### src/sv/fpc_pkg.sv
// ----------------------------------------------------------------------------
// fpc_pkg
// Shared types and constants of the frustum plane cull test block.
// ----------------------------------------------------------------------------
package fpc_pkg;

	localparam int DEF_COORD_WIDTH = 32;
	localparam int DEF_FRAC_BITS   = 16;

	localparam int NORM_FRAC   = 30;
	localparam int NUM_PLANES  = 6;
	localparam int MAG_W       = 33;
	localparam int SQ_W        = 66;
	localparam int X_W         = 126;
	localparam int ROOT_W      = 63;
	localparam int ROOT_STEPS  = 63;
	localparam int DIV_W       = 93;
	localparam int DIV_STEPS   = 93;
	localparam int OFS_W       = 48;
	localparam int ROW_W       = 3 * 32 + OFS_W;

	localparam logic signed [OFS_W-1:0] OFS_MAX   = 48'sh7FFF_FFFF_FFFF;
	localparam logic signed [63:0]      OFS_MAX64 = 64'sh0000_7FFF_FFFF_FFFF;

	typedef enum logic [1:0] {
		REQ_WRITE  = 2'd0,
		REQ_POINT  = 2'd1,
		REQ_SPHERE = 2'd2,
		REQ_BOX    = 2'd3
	} req_t;

	localparam logic [3:0] LAST_ELEM = 4'd15;

	typedef struct packed {
		logic       load;
		logic       mwr;
		logic       rd;
		logic [1:0] step;
		logic [2:0] plane;
		logic       sq;
		logic [1:0] sel;
		logic       sclr;
		logic       sqrt_init;
		logic       sqrt_step;
		logic       div_init;
		logic       div_step;
		logic       div_store;
		logic       zero_store;
		logic       wb;
		logic       qrd;
		logic       out_load;
	} dp_cmd_t;

	typedef struct packed {
		logic s_zero;
	} dp_sts_t;

endpackage

### src/sv/fpc_ctrl.sv
// ----------------------------------------------------------------------------
// fpc_ctrl
// Sequencer for plane extraction and query evaluation.
// ----------------------------------------------------------------------------
module fpc_ctrl (
	input  logic              clk,
	input  logic              arst_n,
	input  logic              in_valid,
	input  logic [1:0]        req_type,
	input  logic [3:0]        elem_index,
	output logic              in_ready,
	output logic              out_valid,
	input  logic              out_ready,
	output fpc_pkg::dp_cmd_t  cmd,
	input  fpc_pkg::dp_sts_t  sts
);

	typedef enum logic [3:0] {
		ST_IDLE, ST_RD, ST_SQ, ST_SQI, ST_SQRT, ST_CHK, ST_ZERO,
		ST_DINI, ST_DIV, ST_DST, ST_WB, ST_QRUN, ST_QDONE
	} state_t;

	state_t     state_q;
	logic [6:0] cnt_q;
	logic [2:0] plane_q;
	logic [1:0] sel_q;
	logic       out_valid_q;
	logic       accept;
	logic       is_write;
	logic       out_free;

	assign in_ready  = (state_q == ST_IDLE);
	assign accept    = in_valid && in_ready;
	assign is_write  = (req_type == fpc_pkg::REQ_WRITE);
	assign out_free  = !out_valid_q || out_ready;
	assign out_valid = out_valid_q;

	always_comb begin
		cmd       = '0;
		cmd.plane = plane_q;
		cmd.sel   = sel_q;
		cmd.step  = cnt_q[1:0];
		unique case (state_q)
			ST_IDLE: begin
				cmd.load = accept;
				cmd.mwr  = accept && is_write;
			end
			ST_RD: begin
				cmd.rd   = (cnt_q < 7'd4);
				cmd.sclr = (cnt_q == 7'd0);
			end
			ST_SQ: begin
				cmd.sq  = (cnt_q < 7'd3);
				cmd.sel = cnt_q[1:0];
			end
			ST_SQI:   cmd.sqrt_init = 1'b1;
			ST_SQRT:  cmd.sqrt_step = 1'b1;
			ST_CHK:   cmd.load      = 1'b0;
			ST_ZERO:  cmd.zero_store = 1'b1;
			ST_DINI:  cmd.div_init  = 1'b1;
			ST_DIV:   cmd.div_step  = 1'b1;
			ST_DST:   cmd.div_store = 1'b1;
			ST_WB:    cmd.wb        = 1'b1;
			ST_QRUN: begin
				cmd.qrd   = (cnt_q < 7'(fpc_pkg::NUM_PLANES));
				cmd.plane = cnt_q[2:0];
			end
			ST_QDONE: cmd.out_load = out_free;
			default:  cmd.load = 1'b0;
		endcase
	end

	always_ff @(posedge clk or negedge arst_n) begin
		if (!arst_n) begin
			state_q     <= ST_IDLE;
			cnt_q       <= '0;
			plane_q     <= '0;
			sel_q       <= '0;
			out_valid_q <= 1'b0;
		end else begin
			if (state_q == ST_QDONE && out_free) out_valid_q <= 1'b1;
			else if (out_ready) out_valid_q <= 1'b0;
			unique case (state_q)
				ST_IDLE: begin
					cnt_q   <= '0;
					plane_q <= '0;
					if (accept) begin
						if (!is_write) state_q <= ST_QRUN;
						else if (elem_index == fpc_pkg::LAST_ELEM) state_q <= ST_RD;
					end
				end
				ST_RD: begin
					if (cnt_q == 7'd4) begin
						cnt_q   <= '0;
						state_q <= ST_SQ;
					end else cnt_q <= cnt_q + 7'd1;
				end
				ST_SQ: begin
					if (cnt_q == 7'd3) state_q <= ST_SQI;
					else cnt_q <= cnt_q + 7'd1;
				end
				ST_SQI: begin
					cnt_q   <= '0;
					state_q <= ST_SQRT;
				end
				ST_SQRT: begin
					if (cnt_q == 7'(fpc_pkg::ROOT_STEPS - 1)) state_q <= ST_CHK;
					else cnt_q <= cnt_q + 7'd1;
				end
				ST_CHK: begin
					sel_q   <= '0;
					state_q <= sts.s_zero ? ST_ZERO : ST_DINI;
				end
				ST_ZERO: state_q <= ST_WB;
				ST_DINI: begin
					cnt_q   <= '0;
					state_q <= ST_DIV;
				end
				ST_DIV: begin
					if (cnt_q == 7'(fpc_pkg::DIV_STEPS - 1)) state_q <= ST_DST;
					else cnt_q <= cnt_q + 7'd1;
				end
				ST_DST: begin
					if (sel_q == 2'd3) state_q <= ST_WB;
					else begin
						sel_q   <= sel_q + 2'd1;
						state_q <= ST_DINI;
					end
				end
				ST_WB: begin
					cnt_q <= '0;
					if (plane_q == 3'(fpc_pkg::NUM_PLANES - 1)) state_q <= ST_IDLE;
					else begin
						plane_q <= plane_q + 3'd1;
						state_q <= ST_RD;
					end
				end
				ST_QRUN: begin
					if (cnt_q == 7'd7) state_q <= ST_QDONE;
					else cnt_q <= cnt_q + 7'd1;
				end
				ST_QDONE: begin
					if (out_free) state_q <= ST_IDLE;
				end
				default: state_q <= ST_IDLE;
			endcase
		end
	end

endmodule

### config.mk
export PLATFORM = sky130hd
export DESIGN_NAME = fpc_ctrl
export DESIGN_NICKNAME = d
export VERILOG_FILES = /design/src/sv/fpc_pkg.sv /design/src/sv/fpc_ctrl.sv
export SDC_FILE = /design/constraint.sdc
export NUM_CORES = 1
export LEC_CHECK = 0
export BUFFER_PORTS_ARGS = -buffer_cell sky130_fd_sc_hd__buf_2
export CAP_MARGIN = 20
export CORE_MARGIN = 2
export CORE_UTILIZATION = 35
export CTS_CLUSTER_DIAMETER = 120
export DETAILED_ROUTE_END_ITERATION = 7
export PLACE_DENSITY = 0.55
export SETUP_SLACK_MARGIN = 0.05
export SYNTH_ARGS = -nofsm -noshare
export SYNTH_HDL_FRONTEND = slang
export SYNTH_SLANG_ARGS = --single-unit
### constraint.sdc
create_clock -name clk -period 2.83 [get_ports clk]
set_clock_uncertainty 0.2 [all_clocks]
set_input_delay 0 -clock clk [delete_from_list [all_inputs] [get_ports clk]]
set_output_delay 0 -clock clk [all_outputs]
set_load 0.02 [all_outputs]
* Word-level counts from Yosys, hierarchy flattened
Cells that the tools add are included.
Word-level totals: register bits after elaboration 17, output and inout bits 23, bits of input ports 11, logic and storage cells 102
Cells by class: reduce and logical (&&, ||, !) cells 17, equality and inequality tests 34, add/subtract/negate cells 3, magnitude comparators 3, mux-type cells 40
Operator list (number):
- 4-bit case mux with 13 select lines | 1
- 7-bit case mux with 6 select lines | 1
- 4-bit two-way mux | 10
- 7-bit two-way mux | 5
- 4-bit equality test, second input constant | 6
- 2-bit inequality test, second input constant | 12
- 1-bit two-way mux | 17
- 4-bit by 3-bit equality test with 1-bit output, second input constant | 4
- 7-bit by 3-bit equality test with 1-bit output, second input constant | 2
- 7-bit by 3-bit less-than comparator with 1-bit output, second input constant | 2
- 3-bit two-way mux | 3
- 4-bit by 2-bit equality test with 1-bit output, second input constant | 2
- 8-bit AND reduction | 1
- 7-bit by 1-bit adder with 7-bit output, second input constant | 1
- 7-bit by 2-bit equality test with 1-bit output, second input constant | 1
- 7-bit by 6-bit equality test with 1-bit output, second input constant | 1
- 7-bit equality test, second input constant | 1
- 7-bit zero test | 1
- 7-bit by 2-bit less-than comparator with 1-bit output, second input constant | 1
- 3-bit case mux with 2 select lines | 1
- 2-bit nonzero test | 3
- 6-bit nonzero test | 1
- 5-bit AND reduction | 1
- 4-bit by 1-bit equality test with 1-bit output, second input constant | 1
- 15 further kinds | 18

* Longest topological paths before layout
depth after elaboration 5, gate-level depth with buffers 8

* Worst setup path after synthesis
OpenSTA, ideal clock, no wires.
path type register to register, from reg cnt_q[3], to reg state_q[3], clock period less this slack 2.129 ns, library setup time 0.125 ns, data required time 2.505 ns, data arrival time 1.804 ns, cell stages (with the launch flop) 7, path buffers 1, path slack 0.701 ns, path through dfrtp_1 > or4_1 > buf_6 > o211ai_2 > and2_4 > o211ai_2 > mux2_4
On the way: word-level cells in the longest chain between the ends 3, elaborated cells on any way between the ends 11, those cells by class 10 x eq/ne; 1 x reduce/logical
RTL lines:
- start, declared | line fpc_ctrl.sv:24 | logic [6:0] cnt_q;
- start signal, assigned | line fpc_ctrl.sv:96 | end else cnt_q <= cnt_q + 7'd1;
- start signal, assigned | line fpc_ctrl.sv:100 | else cnt_q <= cnt_q + 7'd1;
- start signal, assigned | line fpc_ctrl.sv:108 | else cnt_q <= cnt_q + 7'd1;
- 7-bit by 3-bit equality test with 1-bit output (tied with other cells) | line fpc_ctrl.sv:139 | if (cnt_q == 7'd7) state_q <= ST_QDONE;
- 2-bit inequality test (no source line)
- 8-bit AND reduction (no source line) *
- end signal, assigned | line fpc_ctrl.sv:112 | state_q <= sts.s_zero ? ST_ZERO : ST_DINI;
- end, declared | line fpc_ctrl.sv:23 | state_t state_q;
Mark *: on every way between the ends. The rest lies on a longest branch, timed or not. A chain may end at the register's enable or synchronous reset.

==> out/metrics.csv <==
stage,metric,value,unit
route,via count of the routed design,1486,
sta,Hold Worst Slack,-0.0118,ns
floorplanning,die extent in x,70.3,um
placed_design,final estimated routing congestion in global placement,0.822,
worst_setup_path,critical-path cell list,buf_4 > nor2b_1 > nand3_1 > a211oi_1 > buf_2,
worst_setup_path,type of element launching the critical path,flop,
sta,Max Clk Rate,418,MHz
route,routed wire length,4.08,mm
logic_synthesis,Gate Count Post-Synth,188,
logic_synthesis,synthesized area,1540,sq um
power,Pwr Density,247,nW/um^2
logic_synthesis,cell taking the most area after synthesis,dfrtp_1,
logic_synthesis,Yosys top cell area share,27.6,%
status,outcome,"complete, but fails checks",
logic_synthesis,number of flops mapped to enable cells by yosys,0,
cells_and_area,antenna diode instance count,0,
power,Peak supply drop,0.000234,V
logic_synthesis,synthesized flop and latch total,17,
cts,count of clock tree sinks,17,
cells_and_area,proportion of layout cells with a drive suffix above 1,27.3,%
worst_setup_path,required time worst endpoint,2.63,ns
route,DRC violations left,0,
worst_setup_path,type of the setup path with the least slack,flop to primary output,
worst_setup_path,Worst path slowest cell,dfrtp_1,
status,violations in the final reports,hold timing,
cts,post_cts resized,0,
logic_synthesis,sequential element share of the synthesized area,27.6,%
cts,# hold bufs at CTS,2,
logic_synthesis,library cell with the highest instance count after synthesis,nor2_1,
sta,normalized max-slew margin,62.0,%
global_route,aggregate global-route resource usage,17.7,%
floorplanning,starting utilization of the core area,35.8,%
cts,total CTS buffers,3,
worst_setup_path,worst reg-to-reg path cell count,6,
worst_setup_path,largest stage delay on the critical path,0.68,ns
floorplanning,Total Die Area,4940,sq um
global_route,number of antenna violations at the first check in global routing,0,
route,total iterations of the first detailed-routing run,4,
global_route,via count of the first global-routing pass,1421,
floorplanning,num rows,24,
worst_setup_path,Reg2Reg Launch Point,state_q[3]$_DFFE_PN0P_,
route,detail-routed via count per cell,5.46,
worst_setup_path,Crit Reg-Reg Endpoint,cnt_q[3]$_DFFE_PN0P_,
sta,slew at the pin closest to its max-slew limit,0.570,ns
worst_setup_path,Worst Setup End Kind,primary output,
sta,final-report max-slew violation count,0,
cts,clk_lat worst skew,0.26,ns
placed_design,count of buffers from port buffering,33,
global_route,overall overflow remaining after global route,0,
power,power spent charging and discharging nets,0.0961,mW
cells_and_area,Layout Utilization,42.2,%
logic_synthesis,average cell area after synthesis,8.19,sq um
power,internal cell power,0.351,mW
global_route,maximum number of pins on one net before global-route repair,19,
worst_hold_path,hold crit path type,primary input to asynchronous set/reset pin,
logic_synthesis,ys async rst share,100,%
sta,final total negative setup slack,0,ns
logic_synthesis,synthesized net count,205,
worst_setup_path,Worst R2R Setup Slack,0.45,ns
job,max-cap violations,0,
sta,crit path time final,2.39,ns
global_route,wire length of the first global-routing pass,7.07,mm
worst_setup_path,crit-path leading delay family,flip-flops,
sta,Tcrit/Tclk final,84.6,%
floorplanning,die height,70.3,um
power,combinational cell fraction of total power,3.7,%
route,average wire length per cell after detail routing,15.0,um
cts,number of buffers on the longest clock path,2,
sta,setup repair after global routing missed its margin,no,
logic_synthesis,number of distinct library cell variants in the gate-level netlist after synthesis,56,
logic_synthesis,top_reg_cell synth,dfrtp_1,
power,leakage power total,0.861,nW
cts,CTS HTree Levels,1,
route,number of nets with antenna violations after detailed routing,0,
sta,Final Hold Viols,11,
worst_setup_path,Critical Path Fanout Max,16,
cts,number of post-CTS setup repair buffers,0,
logic_synthesis,synth warn,0,
worst_setup_path,CP bufs+invs,2,
cells_and_area,area added between synthesis and finish,17.7,%
power,total power after layout,0.448,mW
power,clock power share,42.1,%
logic_synthesis,biggest area contributors in the synthesized netlist,"dfrtp_1, o21ai_0, nor2_1",
cts,cell at the root of the clock tree,clkbuf_8,
floorplanning,number of primary I/O pins,34,
placed_design,hpwl dp,3.14,mm
cts,Clock transition at path regs,0.07,ns
power,Flop pwr share,54.3,%
floorplanning,Core Box Area,4290,sq um
logic_synthesis,leading cell types by count after synthesis,"nor2_1, dfrtp_1, o21ai_0, nand2_1",
cts,CTS tree,yes,
sta,Setup Viol. Count Final,0,
power,switching part of the total power,21.5,%
cells_and_area,Final nets,238,
route,1st-iter DRT viols,44,
worst_setup_path,crit path DAT,2.19,ns
==> registers in the layout, indices dropped and copies added (netlist names) <==
register   count
plane_q        3
cnt_q          7
sel_q          2
state_q        4
out_valid      1
==> layer usage <==
| layer | routed length [um] | vias up | GRT usage [%] | part of all wire [%] |
|---|---|---|---|---|
| li1 | - | 743 | - | - |
| met1 | 1980 | 706 | 24.8 | 48 |
| met2 | 1880 | 33 | 27.4 | 46 |
| met3 | 180 | 4 | 3.90 | 4.4 |
| met4 | 44 | 0 | 4.49 | 1.1 |
| met5 | 0 | - | 0 | 0 |
==> final cells by class <==
cell class                      count  area [sq um]
Fill cell                         445          2480
Multi-Input combinational cell    149          1010
Sequential cell                    17           425
Timing Repair Buffer               42           238
Clock buffer                        4          45.0
Tap cell                           52          65.1
Inverter                            8          30.0
==> worst max path at each step <==
stage / start / to / cells after the start
CTS: state_q[3]$_DFFE_PN0P_ / cnt_q[3]$_DFFE_PN0P_ / 6
finish: state_q[3]$_DFFE_PN0P_ / cmd[1] / 5
detailed placement: state_q[3]$_DFFE_PN0P_ / cnt_q[3]$_DFFE_PN0P_ / 6
floorplan: cnt_q[3]$_DFFE_PN0P_ / state_q[3]$_DFFE_PN0P_ / 6
global placement: cnt_q[3]$_DFFE_PN0P_ / cnt_q[3]$_DFFE_PN0P_ / 5
global route: state_q[3]$_DFFE_PN0P_ / cmd[1] / 5
==> metrics by stage <==
step                      setup slack (ns)  area [sq um]  hold WS [ns]  std cells
after global routing                 0.180          1810        0.0369        272
after CTS                            0.456          1810       0.00588        272
after floorplan                      0.701          1540        -0.496        188
after global placement               0.461          1750        -0.245        266
final                                0.435          1810       -0.0118        272
after detailed placement             0.465          1750        -0.249        266
==> cells by family after synthesis <==
family,synth area share [%]
mux,3.74
xor+xnor,1.14
fa+ha+maj,4.88
simple gates,30.6
flops,27.6
compound gates,25.2
buf+inv,6.83
==> cells in the final DEF (no fill, tap or decap), drive strengths merged, types with 4 or more instances in the layout <==
master,synthesis,routed
nand3,6,6
nor2b,5,5
o21ai,18,18
nor2,21,21
and2,7,7
nand2,14,14
ha,6,6
o211ai,7,7
a21oi,4,4
dfrtp,17,17
nand2b,8,8
inv,8,8
and3,6,6
buf,8,40
clkbuf,6,4
==> power by group through the flow <==
stage | sequential (mW) | combinational (mW) | clock [mW]
2_1_floorplan | 0.248 | 0.00271 | 0
3_3_place_gp | 0.248 | 0.0149 | 0
3_5_place_dp | 0.248 | 0.0149 | 0
4_1_cts | 0.243 | 0.0170 | 0.194
5_1_grt | 0.243 | 0.0185 | 0.206
6_report | 0.243 | 0.0164 | 0.188
(Power assumes the default switching activity.)
